<file path="config.mk">
export PLATFORM = sky130hd
export DESIGN_NAME = euler_circuit_walker_core
export DESIGN_NICKNAME = d
export VERILOG_FILES = /design/src/hw/rtl/ecw_pkg.sv /design/src/hw/rtl/ecw_ctrl.sv /design/src/hw/rtl/ecw_dpath.sv /design/src/hw/rtl/euler_circuit_walker_core.sv
export SDC_FILE = /design/constraint.sdc
export NUM_CORES = 1
export LEC_CHECK = 0
export BUFFER_PORTS_ARGS = -buffer_cell sky130_fd_sc_hd__buf_2
export CAP_MARGIN = 20
export CORE_MARGIN = 2
export CORE_UTILIZATION = 51
export DETAILED_ROUTE_END_ITERATION = 8
export PLACE_DENSITY = 0.69
export SETUP_SLACK_MARGIN = 0.3
export SYNTH_ARGS = -nofsm -noshare
export SYNTH_HDL_FRONTEND = slang
export SYNTH_SLANG_ARGS = --single-unit
export TNS_END_PERCENT = 100
</file>
<file path="constraint.sdc">
create_clock -name clk -period 3.9 [get_ports clk]
set_input_delay 0.195 -clock clk [delete_from_list [all_inputs] [get_ports clk]]
set_output_delay 0.195 -clock clk [all_outputs]
set_load 0.01 [all_outputs]
</file>
<file path="src/hw/rtl/ecw_pkg.sv">
// Shared constants and controller/datapath interface types for the Euler circuit walker.
package ecw_pkg;

  // Width of a vertex number on the ports.
  localparam int VTX_W = 4;

  // Operation codes of an input item.
  localparam logic OP_ADD = 1'b0;
  localparam logic OP_RUN = 1'b1;

  // Commands from the controller to the datapath.
  typedef struct packed {
    logic add;        // store one edge from the input item
    logic start;      // set up a walk from vertex 0
    logic probe;      // look at the current vertex's newest unused edge
    logic take;       // follow the edge read in the probe step
    logic restore;    // backtrack to the vertex popped from the path stack
    logic emit_rd;    // read the next circuit vertex for output
    logic emit_done;  // a result transfer completed
    logic clear;      // empty the edge store after the run
  } cmd_t;

  // Status from the datapath to the controller.
  typedef struct packed {
    logic edge_avail;   // current vertex still has an unused edge
    logic stack_empty;  // path stack has been fully unwound
    logic out_last;     // the vertex on the output is the final one
  } sts_t;

endpackage

</file>
<file path="src/hw/rtl/ecw_ctrl.sv">
// Sequencing state machine for edge loading, the circuit walk and result output.
module ecw_ctrl (
  input  logic          clk,
  input  logic          rst_n,
  input  logic          in_valid,
  input  logic          in_op,
  output logic          in_stall,
  output logic          out_valid,
  input  logic          out_stall,
  input  ecw_pkg::sts_t sts,
  output ecw_pkg::cmd_t cmd
);

  typedef enum logic [2:0] {
    S_IDLE,
    S_PROBE,
    S_TAKE,
    S_POP,
    S_EMIT_RD,
    S_EMIT_SHOW
  } state_t;

  state_t state_r, state_nxt;
  logic   out_valid_r, out_valid_nxt;
  logic   accept;
  logic   xfer;

  // Input is taken only while no run is in progress.
  assign in_stall  = (state_r != S_IDLE);
  assign accept    = in_valid && (state_r == S_IDLE);
  assign out_valid = out_valid_r;
  assign xfer      = out_valid_r && !out_stall;

  // Commands follow directly from the state and the handshakes.
  always_comb begin
    cmd           = '0;
    cmd.add       = accept && (in_op == ecw_pkg::OP_ADD);
    cmd.start     = accept && (in_op == ecw_pkg::OP_RUN);
    cmd.probe     = (state_r == S_PROBE);
    cmd.take      = (state_r == S_TAKE);
    cmd.restore   = (state_r == S_POP);
    cmd.emit_rd   = (state_r == S_EMIT_RD);
    cmd.emit_done = xfer;
    cmd.clear     = xfer && sts.out_last;
  end

  // Next state and next output valid.
  always_comb begin
    state_nxt     = state_r;
    out_valid_nxt = out_valid_r;
    case (state_r)
      S_IDLE: begin
        if (cmd.start) state_nxt = S_PROBE;
      end
      S_PROBE: begin
        state_nxt = sts.edge_avail ? S_TAKE : S_POP;
      end
      S_TAKE: begin
        state_nxt = S_PROBE;
      end
      S_POP: begin
        state_nxt = sts.stack_empty ? S_EMIT_RD : S_PROBE;
      end
      S_EMIT_RD: begin
        state_nxt     = S_EMIT_SHOW;
        out_valid_nxt = 1'b1;
      end
      S_EMIT_SHOW: begin
        if (xfer) begin
          out_valid_nxt = 1'b0;
          state_nxt     = sts.out_last ? S_IDLE : S_EMIT_RD;
        end
      end
      default: begin
        state_nxt     = S_IDLE;
        out_valid_nxt = 1'b0;
      end
    endcase
  end

  // State and registered outputs.
  always_ff @(posedge clk) begin
    if (!rst_n) begin
      state_r     <= S_IDLE;
      out_valid_r <= 1'b0;
    end else begin
      state_r     <= state_nxt;
      out_valid_r <= out_valid_nxt;
    end
  end

endmodule

</file>
<file path="src/hw/rtl/ecw_dpath.sv">
// Edge lists, path stack, circuit store and counters of the Euler circuit walker.
module ecw_dpath #(
  parameter int MAX_VERTICES = 16,
  parameter int MAX_EDGES    = 32
) (
  input  logic                      clk,
  input  logic                      rst_n,
  input  ecw_pkg::cmd_t             cmd,
  output ecw_pkg::sts_t             sts,
  input  logic [ecw_pkg::VTX_W-1:0] in_from_vertex,
  input  logic [ecw_pkg::VTX_W-1:0] in_to_vertex,
  output logic [ecw_pkg::VTX_W-1:0] out_vertex,
  output logic                      out_last,
  output logic                      out_edges_dropped
);

  // Only vertices that the ports can name need a list head.
  localparam int NV      = (MAX_VERTICES < (1 << ecw_pkg::VTX_W)) ?
                           MAX_VERTICES : (1 << ecw_pkg::VTX_W);
  localparam int VIDX_W  = $clog2(NV);
  localparam int LW      = $clog2(MAX_EDGES + 1);
  localparam int EIW     = (MAX_EDGES > 1) ? $clog2(MAX_EDGES) : 1;
  localparam int PDEPTH  = MAX_EDGES + 1;
  localparam int PIW     = $clog2(PDEPTH);
  localparam int SW      = $clog2(PDEPTH + 1);
  localparam int EWORD   = VIDX_W + LW;
  localparam logic [LW-1:0] NIL = LW'(MAX_EDGES);

  // List heads with a valid bit per vertex; an invalid head reads as empty.
  logic [LW-1:0]     head_r [NV];
  logic [NV-1:0]     head_vld_r;
  // Edge store: destination and link to the next older edge of the same list.
  logic [EWORD-1:0]  edge_mem [MAX_EDGES];
  logic [EWORD-1:0]  edge_rd_r;
  // Path stack and completed-vertex store.
  logic [VIDX_W-1:0] ps_mem [PDEPTH];
  logic [VIDX_W-1:0] ps_rd_r;
  logic [VIDX_W-1:0] cs_mem [PDEPTH];
  logic [VIDX_W-1:0] cs_rd_r;

  logic [LW-1:0]     loaded_r;
  logic              ovf_r;
  logic [SW-1:0]     depth_r;
  logic [SW-1:0]     depth_m1;
  logic [SW-1:0]     clen_r;
  logic [PIW-1:0]    out_idx_r;
  logic [VIDX_W-1:0] cur_r;
  logic              last_r;

  logic [VIDX_W-1:0] hidx;
  logic [LW-1:0]     head_e;
  logic              range_ok;
  logic              full;
  logic              add_go;
  logic              record;
  logic [VIDX_W-1:0] rd_target;
  logic [LW-1:0]     rd_link;

  logic              ps_we;
  logic [PIW-1:0]    ps_wa;
  logic [VIDX_W-1:0] ps_wd;

  // Head lookup: the source vertex during an add, the current vertex otherwise.
  assign hidx     = cmd.add ? in_from_vertex[VIDX_W-1:0] : cur_r;
  assign head_e   = head_vld_r[hidx] ? head_r[hidx] : NIL;
  assign range_ok = (32'(in_from_vertex) < MAX_VERTICES) &&
                    (32'(in_to_vertex) < MAX_VERTICES);
  assign full     = (loaded_r == NIL);
  assign add_go   = cmd.add && range_ok && !full;
  assign record   = cmd.probe && (head_e == NIL);
  assign depth_m1 = depth_r - SW'(1);

  assign rd_target = edge_rd_r[EWORD-1:LW];
  assign rd_link   = edge_rd_r[LW-1:0];

  assign sts.edge_avail  = (head_e != NIL);
  assign sts.stack_empty = (depth_r == '0);
  assign sts.out_last    = last_r;

  assign out_vertex        = ecw_pkg::VTX_W'(cs_rd_r);
  assign out_last          = last_r;
  assign out_edges_dropped = ovf_r;

  // Edge store write on add, registered read on probe.
  always_ff @(posedge clk) begin
    if (add_go) begin
      edge_mem[loaded_r[EIW-1:0]] <= {in_to_vertex[VIDX_W-1:0], head_e};
    end
    if (cmd.probe && sts.edge_avail) begin
      edge_rd_r <= edge_mem[head_e[EIW-1:0]];
    end
  end

  // List heads: new edge goes in front on add, the taken edge is unlinked on take.
  always_ff @(posedge clk) begin
    if (add_go) begin
      head_r[hidx] <= loaded_r;
    end else if (cmd.take) begin
      head_r[cur_r] <= rd_link;
    end
  end

  always_ff @(posedge clk) begin
    if (!rst_n) begin
      head_vld_r <= '0;
    end else if (cmd.clear) begin
      head_vld_r <= '0;
    end else if (add_go) begin
      head_vld_r[hidx] <= 1'b1;
    end
  end

  // Edge count and sticky overflow flag.
  always_ff @(posedge clk) begin
    if (!rst_n) begin
      loaded_r <= '0;
      ovf_r    <= 1'b0;
    end else begin
      if (cmd.clear) begin
        loaded_r <= '0;
      end else if (add_go) begin
        loaded_r <= loaded_r + LW'(1);
      end
      if (cmd.add && range_ok && full) begin
        ovf_r <= 1'b1;
      end
    end
  end

  // Path stack: vertex 0 is pushed at start, the current vertex on each take.
  always_comb begin
    ps_we = cmd.start || cmd.take;
    ps_wa = cmd.start ? '0 : depth_r[PIW-1:0];
    ps_wd = cmd.start ? '0 : cur_r;
  end

  always_ff @(posedge clk) begin
    if (ps_we) begin
      ps_mem[ps_wa] <= ps_wd;
    end
    if (record) begin
      ps_rd_r <= ps_mem[depth_m1[PIW-1:0]];
    end
  end

  // Completed vertices are stored in order and read back from the newest.
  always_ff @(posedge clk) begin
    if (record) begin
      cs_mem[clen_r[PIW-1:0]] <= cur_r;
    end
    if (cmd.emit_rd) begin
      cs_rd_r <= cs_mem[out_idx_r];
      last_r  <= (out_idx_r == '0);
    end
  end

  // Walk registers: stack depth, circuit length, output index, current vertex.
  always_ff @(posedge clk) begin
    if (!rst_n) begin
      depth_r <= '0;
      clen_r  <= '0;
    end else if (cmd.start) begin
      depth_r <= SW'(1);
      clen_r  <= '0;
    end else if (cmd.take) begin
      depth_r <= depth_r + SW'(1);
    end else if (record) begin
      depth_r <= depth_m1;
      clen_r  <= clen_r + SW'(1);
    end
  end

  always_ff @(posedge clk) begin
    if (cmd.start) begin
      cur_r <= '0;
    end else if (cmd.take) begin
      cur_r <= rd_target;
    end else if (cmd.restore) begin
      cur_r <= ps_rd_r;
    end
    if (record) begin
      out_idx_r <= clen_r[PIW-1:0];
    end else if (cmd.emit_done) begin
      out_idx_r <= out_idx_r - PIW'(1);
    end
  end

endmodule

</file>
<file path="src/hw/rtl/euler_circuit_walker_core.sv">
// Euler circuit walker: loads directed edges, then walks and streams the circuit from vertex 0.
// An add item (op 0) is taken while no run is in progress and returns nothing; an edge beyond MAX_EDGES is
// dropped and sets edges_dropped, which stays set until reset. A run item (op 1) walks from
// vertex 0, always following the newest unused edge of the current vertex. Each forward step
// passes through the probe and take states and each backtrack through the probe and pop states,
// because the edge memory and the path stack both have a registered read. For E reachable
// edges the E + 1 circuit vertices then leave one by one: each is first read from the circuit
// store and then presented, and the next is read only after it transfers, last marking the
// final vertex. No input is taken from the run transfer until the last result transfers. After
// each run the edge store is empty again; list heads carry valid bits, so neither reset nor a
// run needs a clearing pass.
module euler_circuit_walker_core #(
  parameter int MAX_VERTICES = 16,
  parameter int MAX_EDGES    = 32
) (
  input  logic                      clk,
  input  logic                      rst_n,
  input  logic                      in_valid,
  output logic                      in_stall,
  input  logic                      in_op,
  input  logic [ecw_pkg::VTX_W-1:0] in_from_vertex,
  input  logic [ecw_pkg::VTX_W-1:0] in_to_vertex,
  output logic                      out_valid,
  input  logic                      out_stall,
  output logic [ecw_pkg::VTX_W-1:0] out_vertex,
  output logic                      out_last,
  output logic                      out_edges_dropped
);

  ecw_pkg::cmd_t cmd;
  ecw_pkg::sts_t sts;

  // Sequencer.
  ecw_ctrl u_ctrl (
    .clk       (clk),
    .rst_n     (rst_n),
    .in_valid  (in_valid),
    .in_op     (in_op),
    .in_stall  (in_stall),
    .out_valid (out_valid),
    .out_stall (out_stall),
    .sts       (sts),
    .cmd       (cmd)
  );

  // Storage and counters.
  ecw_dpath #(
    .MAX_VERTICES (MAX_VERTICES),
    .MAX_EDGES    (MAX_EDGES)
  ) u_dpath (
    .clk               (clk),
    .rst_n             (rst_n),
    .cmd               (cmd),
    .sts               (sts),
    .in_from_vertex    (in_from_vertex),
    .in_to_vertex      (in_to_vertex),
    .out_vertex        (out_vertex),
    .out_last          (out_last),
    .out_edges_dropped (out_edges_dropped)
  );

endmodule

</file>
### Word-level counts from Yosys, hierarchy flattened

Memories as Yosys holds them, arrays and structs flattened. A register that Yosys moved wholly into a read port is not among the register bits.
Index checks and enable logic that the tools add are counted.

| operators by class | value |
|---|---|
| $add $sub $neg | 5 |
| magnitude comparators | 2 |
| muxes and demuxes | 35 |
| reductions and logical operators | 28 |
| equality and inequality tests | 10 |
| bitwise logic cells | 5 |

Operators by type and width:

| kind | count |
|---|---|
| two-way mux 6 bit | 7 |
| two-way mux 4 bit | 5 |
| adder 6 x 1 -> 6 bit, second input constant | 3 |
| case mux 3 bit (6 select lines) | 1 |
| bitwise OR 16 bit | 1 |
| two-way mux 1 bit | 15 |
| == test 6 bit, second input constant | 2 |
| logical NOT 6 bit | 2 |
| two-way mux 3 bit | 4 |
| subtractor 6 x 1 -> 6 bit, second input constant | 2 |
| logical AND 1 bit | 10 |
| == test 3 x 2 -> 1 bit, second input constant | 2 |
| == test 3 bit, second input constant | 2 |
| != test 6 bit, second input constant | 1 |
| AND reduction 2 bit | 3 |
| nonzero test 2 bit | 3 |
| nonzero test 3 bit | 2 |
| OR reduction 6 bit | 1 |
| < comparator 4 x 5 -> 1 bit, second input constant | 1 |
| binary-select mux 1 bit (select 4 bit) | 1 |
| demux 1 bit (select 4 bit) | 1 |
| greater-or-equal comparator 4 x 1 -> 1 bit, second input constant | 1 |
| != test 2 x 1 -> 1 bit, second input constant | 2 |
| inverter 1 bit | 4 |
| other kinds (7) | 9 |

| storage, ports and cells | value |
|---|---|
| input bits | 13 |
| bits in writable memories | 680 |
| word-level logic and storage cells | 100 |
| bits in registers | 50 |
| memories | 4 |

Memories:

| name | depth | width | rd ports | clocked after memory_dff | wr ports | RTL line | RTL |
|---|---|---|---|---|---|---|---|
| u_dpath.edge_mem | 32 | 10 | 1 | 1 | 1 | ecw_dpath.sv:33 | `logic [EWORD-1:0] edge_mem [MAX_EDGES];` |
| u_dpath.cs_mem | 33 | 4 | 1 | 1 | 1 | ecw_dpath.sv:38 | `logic [VIDX_W-1:0] cs_mem [PDEPTH];` |
| u_dpath.ps_mem | 33 | 4 | 1 | 1 | 1 | ecw_dpath.sv:36 | `logic [VIDX_W-1:0] ps_mem [PDEPTH];` |
| u_dpath.head_r | 16 | 6 | 1 | 0 | 1 | ecw_dpath.sv:30 | `logic [LW-1:0] head_r [NV];` |

### Logic depth before layout (Yosys ltp)

Gate-level depths: netlist of the first run.

| logic depth | value |
|---|---|
| depth in word-level cells | 12 |
| gate-level depth with buffers | 16 |
| depth with buffers taken out | 11 |

### Cells and area by module

Synthesis of the first run repeated with hierarchy kept, for this count alone.

| second synthesis, totals | value |
|---|---|
| cells, all modules | 1,862 |
| area total of the unflattened synthesis | 30,490.5 um^2 |

Modules (own cells, without submodules):

| module | sequential area each (um^2) | area each (um^2) | cells an instance | times used |
|---|---|---|---|---|
| ecw_dpath | 21,951.1 | 30,205.2 | 1,826 | 1 |
| ecw_ctrl | 80.1 | 285.3 | 36 | 1 |

### Worst setup path before layout of the first run

OpenSTA, ideal clock, no wires.

| path | value |
|---|---|
| path kind | register to register |
| from | reg u_dpath.cur_r[0] |
| to | mem u_dpath.cs_mem[23][0] (netlist name) (enable) |
| buffers on the path | 2 |
| period minus slack after synthesis | 4.270 ns |
| cell stages (with the launch flop) | 13 |
| arrival time | 3.941 ns |
| path slack | -0.370 ns |
| path through | dfxtp_1 clkbuf_1 inv_1 a21oi_1 nor2_2 a2111oi_0 a31oi_1 a211oi_4 a41oi_4 or2_1 or4_1 clkbuf_1 nor2_1 |

| on the way | value |
|---|---|
| longest elaborated chain between the ends | 8 |
| elaborated cells on any way between the ends | 9 |
| those cells by class | eq/ne (1); mux (6); reduce/logical (1); memory (1) |

Ends and longest elaborated chain:

| item | RTL line | RTL |
|---|---|---|
| from (decl) | ecw_dpath.sv:47 | `logic [VIDX_W-1:0] cur_r;` |
| from (signal assigned) | ecw_dpath.sv:177 | `cur_r <= rd_target;` |
| from (signal assigned) | ecw_dpath.sv:179 | `cur_r <= ps_rd_r;` |
| two-way mux 4 bit (*) | ecw_dpath.sv:64 | `assign hidx = cmd.add ? in_from_vertex[VIDX_W-1:0] : cur_r;` |
| binary-select mux 1 bit (select 4 bit) | ecw_dpath.sv:65 | `assign head_e = head_vld_r[hidx] ? head_r[hidx] : NIL;` |
| two-way mux 1 bit (implied by the code) | ecw_dpath.sv:65 |  |
| two-way mux 6 bit (*) | ecw_dpath.sv:65 |  |
| == test 6 bit (*) | ecw_dpath.sv:70 | `assign record = cmd.probe && (head_e == NIL);` |
| logical AND 1 bit (*) | ecw_dpath.sv:70 |  |
| two-way mux 1 bit (*) | ecw_dpath.sv:148 | `if (record) begin` |
| two-way mux 1 bit (implied by the code) (*) | ecw_dpath.sv:149 | `cs_mem[clen_r[PIW-1:0]] <= cur_r;` |
| to (decl) | ecw_dpath.sv:38 |  |

Every way passes the cells marked *; elsewhere a longest branch is shown, timed or not. The select of a mux whose other input is x is not followed.

### Worst setup path after layout of the first run

| path | value |
|---|---|
| from | reg u_ctrl.state_r[0] |
| to | reg u_dpath.edge_rd_r[3], read port of u_dpath.edge_mem (data pin) |

| on the way | value |
|---|---|
| longest elaborated chain between the ends | 9 |
| elaborated cells on any way between the ends | 11 |
| those cells by class | eq/ne (2); mux (4); reduce/logical (4); memory (1) |

Ends and longest elaborated chain:

| item | RTL line | RTL |
|---|---|---|
| from (decl) | ecw_ctrl.sv:23 | `state_t state_r, state_nxt;` |
| from (signal assigned) | ecw_ctrl.sv:87 | `state_r <= state_nxt;` |
| logical NOT 3 bit | ecw_ctrl.sv:30 | `assign accept = in_valid && (state_r == S_IDLE);` |
| logical AND 1 bit | ecw_ctrl.sv:30 |  |
| logical AND 1 bit | ecw_ctrl.sv:37 | `cmd.add = accept && (in_op == ecw_pkg::OP_ADD);` |
| two-way mux 4 bit | ecw_dpath.sv:64 |  |
| binary-select mux 1 bit (select 4 bit) | ecw_dpath.sv:65 |  |
| two-way mux 1 bit (implied by the code) | ecw_dpath.sv:65 |  |
| two-way mux 6 bit | ecw_dpath.sv:65 |  |
| != test 6 bit | ecw_dpath.sv:76 | `assign sts.edge_avail = (head_e != NIL);` |
| logical AND 1 bit | ecw_dpath.sv:89 | `if (cmd.probe && sts.edge_avail) begin` |
| to (decl) | ecw_dpath.sv:34 | `logic [EWORD-1:0] edge_rd_r;` |

Parallel ways exist; a longest one is shown, timed or not. The select of a mux whose other input is x is not followed.
A chain may end at the register's enable or synchronous reset.

==> impl_metrics.csv, run 1 <==
group,metric,value,unit
outcome,status,"finished, violations left",
outcome,violations,"negative setup slack",
hold_path,hold_path_class,"in2reg",
logic_synthesis,synthFlopType,"edfxtp_1",
logic_synthesis,yosys-mux-area-fraction,11.2,%
sta,max_clock_freq,0.253,GHz
route,wl,80800,µm
sta,min_period_over_period,101,%
logic_synthesis,synthesis.area,30800,µm²
global_routing,grt_usage,25.1,%
floorplan,num_rows,90,
cells_and_area,fin_area,38000,µm²
floorplan,start_util,51.4,%
run,maxCapViolCount,0,
cells_and_area,synthToLayoutAreaGrowth,23.2,%
sta,clock_skew,0.0245,ns
sta,setup_ws,-0.0508,ns
cells_and_area,fin_nets,2242,
cells_and_area,layout-drive-gt1-share,32.8,%
global_routing,grt_pass1_vias,18700,
logic_synthesis,synth_area_per_cell,15.9,µm²
route,avgViaCountPerCell,6.31,
cells_and_area,n_antenna_cell,0,
logic_synthesis,synth-compound-area-share,6.70,%
clock_network,cts_buffers,76,
logic_synthesis,synth_edf_count,705,
floorplan,io_pins,21,
setup_path,cp.arrival,4.30,ns
setup_path,crit_fanout,8,
clock_network,cts.path.max_buffers,3,
logic_synthesis,synth_cell_type_count,79,
logic_synthesis,ys_seq_area_share,71.4,%
route,drtAntennaViolNets,0,
global_routing,top_usage_layer,"met2",
global_routing,grt_overflow,0,
placement,io_buffers,20,
logic_synthesis,async_reset_ff_share,0,%
logic_synthesis,synthAdderAreaFrac,0.365,%
global_routing,grtUsageMet3,4.27,%
global_routing,grt_use_met2,40.4,%
setup_path,crit_type,"reg2reg",
setup_path,crit_path_end_kind,"flop",
sta,setup_viol,14,
logic_synthesis,syn_nets,1963,
setup_path,worstPathRequired,4.25,ns
power_and_ir_drop,leakagePower,12.8,nW
clock_network,cts_tree,"done",
logic_synthesis,yosys.area_share.xor_xnor,0.540,%
sta,fin_hold_ws,0.101,ns
clock_network,cts_root_buf,"clkbuf_16",
clock_network,clock-sinks,748,
floorplan,die_w,250,µm
route,drt_iter0_markers,2333,
global_routing,antenna_found_initial,1,
route,vias,19300,
logic_synthesis,syn-instance-count,1941,
placement,place_area,33500,µm²
power_and_ir_drop,ir_worst_vdd,0.489,mV
logic_synthesis,synth_top_family_by_area,"multiplexers",
sta,hold_viol,0,
logic_synthesis,ys_ff_latch,748,
placement,gp_congestion,1.03,
floorplan,chipHeight,250,µm
floorplan,design.die.area,62400,µm²
global_routing,use_met1,34.8,%
floorplan,core_area,60000,µm²
sta,slew_viol_final,0,
power_and_ir_drop,power_density,764,nW/µm²
clock_network,h-tree-depth,3,
route,drc,0,
sta,slew_headroom,34.0,%
sta,tightest_slew,0.986,ns
route,drt_pre_antenna_iters,5,
setup_path,cp-start-kind,"flop",
global_routing,grt_pass1_wl,117000,µm
logic_synthesis,synth-simple-area-share,7.93,%
sta,grt_setup_unrepaired,"true",
clock_network,path_clk_slew,0.06,ns
route,wire_per_inst,26.4,µm
clock_network,clkLatencyLatePin,0.62,ns
sta,fin_crit,3.95,ns
global_routing,grt_max_degree,39,
logic_synthesis,synth_warnings,0,
placement,dp_hpwl,50500,µm
## cell usage in the layout (no fill, tap or decap), drive strengths merged, types with 33 or more instances in the layout
master and instances:
nor2 193, dfxtp 43, buf 305, clkbuf 96
edfxtp 705, mux2 35, a32oi 36, nand3 38
a21oi 96, mux4 110, clkinv 33, o21ai 37
nand2 149, mux2i 59
## final cells by class
type | count | area, µm²
tap | 782 | 978
clock inverter | 45 | 455
timing repair buffer | 313 | 3180
fill | 4128 | 22000
clock buffer | 89 | 1970
multi-input combinational | 1057 | 9270
inverter | 24 | 100
sequential | 748 | 22000
## synth_stat cells (all sizes together) (17+ instances only)
| cell type | n | area share [%] |
|---|---|---|
| mux4 | 110 | 8.0 |
| a21oi | 96 | 1.6 |
| mux2 | 35 | 1.3 |
| clkbuf | 75 | 0.91 |
| and3 | 21 | 0.44 |
| o21ai | 37 | 0.61 |
| edfxtp | 705 | 69 |
| dfxtp | 43 | 2.8 |
| nand2 | 149 | 1.8 |
| inv | 22 | 0.27 |
| a32oi | 36 | 1.0 |
| nand2b | 18 | 0.37 |
| nand3 | 38 | 0.62 |
| buf | 37 | 0.59 |
| nor3 | 22 | 0.39 |
| or3 | 28 | 0.57 |
| a22oi | 25 | 0.61 |
| mux2i | 59 | 1.9 |
| nor2 | 193 | 2.4 |
| o211ai | 17 | 0.41 |
## power by group
| group | switching (mW) | internal, mW | leakage, nW | total [mW] |
|---|---|---|---|---|
| Clock | 3.00 | 4.16 | 1.20 | 7.16 |
| Sequential | 0.200 | 9.84 | 6.76 | 10.0 |
| Combinational | 6.42 | 5.40 | 4.86 | 11.8 |
| Total | 9.62 | 19.4 | 12.8 | 29.0 |
## per-layer routing
metal,vias to the layer above,part of all wire (%)
li1,8223,-
met3,203,8.1
met5,-,0.015
met2,1011,48
met1,9853,40
met4,2,3.7
## metrics by stage
step / util (%) / setup WS (ns) / power (mW) / instances / TNS, ns
global placement: 55.9 / -0.357 / 19.0 / 2845 / -37.20
floorplan: - / 0.104 / 15.1 / 1941 / 0
global route: 63.3 / -0.123 / 29.9 / 3058 / -10.35
detailed placement: 55.9 / -0.307 / 19.1 / 2845 / -32.22
CTS: 61.4 / 0.0238 / 27.4 / 3007 / 0
finish: 63.3 / -0.0508 / 29.0 / 3058 / -0.156
## sequential cells by signal (all words and copies together), names as in the netlist, 3 cells and up
register	cells
u_dpath.ps_rd_r	4
u_ctrl.state_r	3
u_dpath.edge_rd_r	10
u_dpath.out_vertex	4
u_dpath.cs_mem	132
u_dpath.head_r	96
u_dpath.ps_mem	132
u_dpath.depth_r	6
u_dpath.loaded_r	6
u_dpath.edge_mem	320
u_dpath.head_vld_r	16
u_dpath.out_idx_r	6
u_dpath.clen_r	6
u_dpath.cur_r	4
## worst max-delay path, stage by stage (launching register included)
cell and delay (ns):
dfxtp_2 0.32, or4b_4 0.57, buf_8 0.17, buf_6 0.11, nor2_4 0.15, buf_6 0.15
nor2_4 0.05, a222oi_1 0.52, and3_4 0.31, buf_12 0.14, buf_12 0.15, buf_12 0.12
clkbuf_16 0.14, buf_4 0.11, mux4_2 0.32, a22oi_1 0.22, a32oi_1 0.15
## logic make-up after synthesis
kind of cell,count (synthesis)
AOI/OAI and AO/OA,300
muxes,204
adders and majority gates,9
buffers and inverters,136
DFF,748
xor gates and xnor gates,19
and+or+nand+nor,525
## path summary, 6_finish.rpt
| check | cells after the start | end | startpoint | slack [ns] |
|---|---|---|---|---|
| max | 16 | u_dpath.edge_rd_r[3]$_DFFE_PP_ | u_ctrl.state_r[0]$_SDFFE_PN0P_ | -0.05 |
| min | 3 | u_dpath.depth_r[0]$_SDFFE_PN0P_ | in_op | 0.10 |
| max reg2reg | 16 | u_dpath.edge_rd_r[3]$_DFFE_PP_ | u_ctrl.state_r[0]$_SDFFE_PN0P_ | -0.05 |
| min reg2reg | 2 | u_dpath.head_vld_r[0]$_SDFFE_PP0P_ | u_dpath.head_vld_r[0]$_SDFFE_PP0P_ | 0.49 |
## what timing repair did
item / CTS / global route
setup buffers: 20 / 43
gates resized for setup: 114 / 125
endpoints found under the hold margin: 1 / 0
pin swaps: 53 / 53
hold buffers: 1 / 0
endpoints found under the setup margin: 191 / 190
gates cloned: 7 / 8
No activity file was read; power rests on OpenSTA's default activity.
==> run 2, diff against run 1 <==
--- a/config.mk
+++ b/config.mk
@@ -10,7 +10,7 @@
 export CORE_MARGIN = 2
 export CORE_UTILIZATION = 51
 export DETAILED_ROUTE_END_ITERATION = 8
-export PLACE_DENSITY = 0.69
+export PLACE_DENSITY = 0.79
 export SETUP_SLACK_MARGIN = 0.3
 export SYNTH_ARGS = -nofsm -noshare
 export SYNTH_HDL_FRONTEND = slang
==> run 2 against run 1 <==
Against the previous run: largest power group unchanged; largest cell class unchanged; cell count decreased by 0.98%; sequential cell count unchanged; sequential share of layout area increased by 0.97 points; the run still ends with negative setup slack left.
==> impl_metrics.csv, run 2 (synthesis gave the netlist of run 1 again) <==
group,metric,value,unit
setup_path,crit_path_end,"u_dpath.edge_rd_r[4]$_DFFE_PP_",
setup_path,worstPathRequired,4.26,ns
clock_network,clkLatencyLatePin,0.65,ns
global_routing,grt_overflow,0,
setup_path,crit_chain,"or4b_4 > buf_6 > o21ai_2 > buf_6 > nand4_1 > o22ai_2 > o221ai_2 > buf_4 > buf_4 > o21ai_4 > buf_12 > buf_12 > mux4_2 > a21oi_1 > a32oi_2",
route,drtAntennaViolNets,0,
hold_path,hold_path_class,"in2reg",
route,avgViaCountPerCell,6.41,
cells_and_area,fin_cells,3028,
floorplan,core_area,60000,µm²
sta,min_period_over_period,103,%
global_routing,grt_pass1_wl,119000,µm
setup_path,crit_path_end_kind,"flop",
setup_path,reg2reg_to,"u_dpath.edge_rd_r[4]$_DFFE_PP_",
sta,setup_ws,-0.134,ns
cells_and_area,layout_common_cells,"edfxtp_1 (705), buf_4 (194), nor2_1 (160)",
floorplan,design.die.area,62400,µm²
floorplan,die_w,250,µm
sta,slew_viol_final,0,
placement,dp_hpwl,48900,µm
sta,slew_headroom,30.6,%
cells_and_area,final_common_cell,"edfxtp_1",
cells_and_area,seq_area,22000,µm²
power_and_ir_drop,leakagePower,12.6,nW
setup_path,crit_fanout,10,
cells_and_area,largest_register_ffs,320,
global_routing,antenna_found_initial,1,
clock_network,cts_root_buf,"clkbuf_16",
setup_path,crit_start,"u_ctrl.state_r[2]$_SDFFE_PN0P_",
route,drt_iter0_markers,2651,
clock_network,clock-sinks,748,
cells_and_area,layout-drive-gt1-share,30.3,%
sta,setup_viol,74,
sta,max_clock_freq,0.248,GHz
power_and_ir_drop,power_density,759,nW/µm²
floorplan,chipHeight,250,µm
sta,clock_skew,0.0328,ns
route,wire_per_inst,26.5,µm
sta,grt_setup_unrepaired,"true",
sta,tightest_slew,1.04,ns
floorplan,io_pins,21,
setup_path,crit_type,"reg2reg",
route,wl,80300,µm
cells_and_area,synthToLayoutAreaGrowth,21.2,%
setup_path,r2r_slack,-0.13,ns
clock_network,cts_buffers,77,
power_and_ir_drop,finalPower,28.3,mW
setup_path,slowest_stage,"or4b_4",
clock_network,cts_tree,"done",
clock_network,h-tree-depth,3,
setup_path,reg2reg_depth,15,
route,vias,19400,
setup_path,cp.arrival,4.39,ns
outcome,status,"finished, violations left",
cells_and_area,multi_input_area,8990,µm²
clock_network,cts.path.max_buffers,3,
run,maxCapViolCount,0,
power_and_ir_drop,ir_worst_vdd,0.655,mV
route,drt_pre_antenna_iters,6,
setup_path,cp-start-kind,"flop",
floorplan,start_util,51.4,%
sta,fin_crit,4.03,ns
placement,gp_congestion,1.02,
route,drc,0,
floorplan,num_rows,90,
cells_and_area,nFillCells,4029,
placement,dp.cells,2838,
setup_path,rr_startpoint,"u_ctrl.state_r[2]$_SDFFE_PN0P_",
global_routing,grt_max_degree,41,
clock_network,path_clk_slew,0.06,ns
global_routing,grt_usage,25.2,%
global_routing,grt_pass1_vias,19200,
placement,io_buffers,20,
cells_and_area,fin_nets,2208,
sta,hold_viol,0,
sta,final.setup.tns,-4.08,ns
setup_path,cpPeakStageDelay,0.58,ns
outcome,violations,"negative setup slack",
-- run 2: how the worst min path moves through the flow --
stage,end,slack [ns],from,cells after the start
floorplan,u_dpath.edge_mem[0][6]$_DFFE_PP_,0.29,in_to_vertex[0],0
global placement,u_dpath.head_vld_r[0]$_SDFFE_PP0P_,0.45,u_dpath.head_vld_r[0]$_SDFFE_PP0P_,2
detailed placement,u_dpath.head_vld_r[12]$_SDFFE_PP0P_,0.46,u_dpath.head_vld_r[12]$_SDFFE_PP0P_,2
CTS,u_dpath.depth_r[0]$_SDFFE_PN0P_,0.03,in_op,3
global route,u_ctrl.out_valid$_SDFFE_PN0P_,0.09,out_stall,5
finish,u_dpath.depth_r[0]$_SDFFE_PN0P_,0.07,in_op,3
-- run 2: power by group --
group          total (mW)  internal [mW]  switching, mW
clock network        7.61           4.52           3.09
registers            10.1           9.84          0.214
logic                10.7           4.68           6.00
-- run 2: layout make-up --
type | count | area share (%)
well taps | 782 | 2.62
inverters | 24 | 0.261
multi-input cells | 1057 | 24.1
flip-flops and latches | 748 | 59.0
diodes | 1 | 0.00670
clock buffers | 92 | 5.61
clock inverters | 46 | 1.41
repair buffers | 278 | 7.05
-- run 2: metrics by stage --
stage | hold slack (ns) | utilization, % | instance area (µm²) | setup slack, ns
2_1_floorplan | 0.294 | - | 31100 | 0.104
3_3_place_gp | 0.450 | 55.7 | 33400 | -0.198
3_5_place_dp | 0.460 | 55.7 | 33400 | -0.274
4_1_cts | 0.0337 | 61.2 | 36700 | -0.00561
5_1_grt | 0.0861 | 62.3 | 37400 | -0.165
6_report | 0.0653 | 62.3 | 37400 | -0.134
-- run 2: timing repair --
| item | in CTS | in global routing |
|---|---|---|
| hold buffers | 1 | 0 |
| pin swaps | 31 | 34 |
| gates resized for setup | 78 | 73 |
| hold endpoints to repair | 6 | 0 |
| gates cloned | 7 | 4 |
| setup endpoints to repair | 212 | 205 |
| buffers inserted | 15 | 24 |
-- run 2: worst max-delay path: cells and delay by family (launching register included) --
family,cells,cell delay [ns]
muxes,1,0.54
buffers and inverters,6,0.98
AOI/OAI and AO/OA,6,1.18
and+or+nand+nor,2,0.72
DFF,1,0.31
-- run 2: metal layers --
metal	global-route usage (%)	vias to the layer above	wire, µm
li1	-	8145	-
met1	33.8	9752	30400
met2	40.7	1242	39100
met3	4.60	265	7320
met4	10.8	0	3500
met5	0	-	0
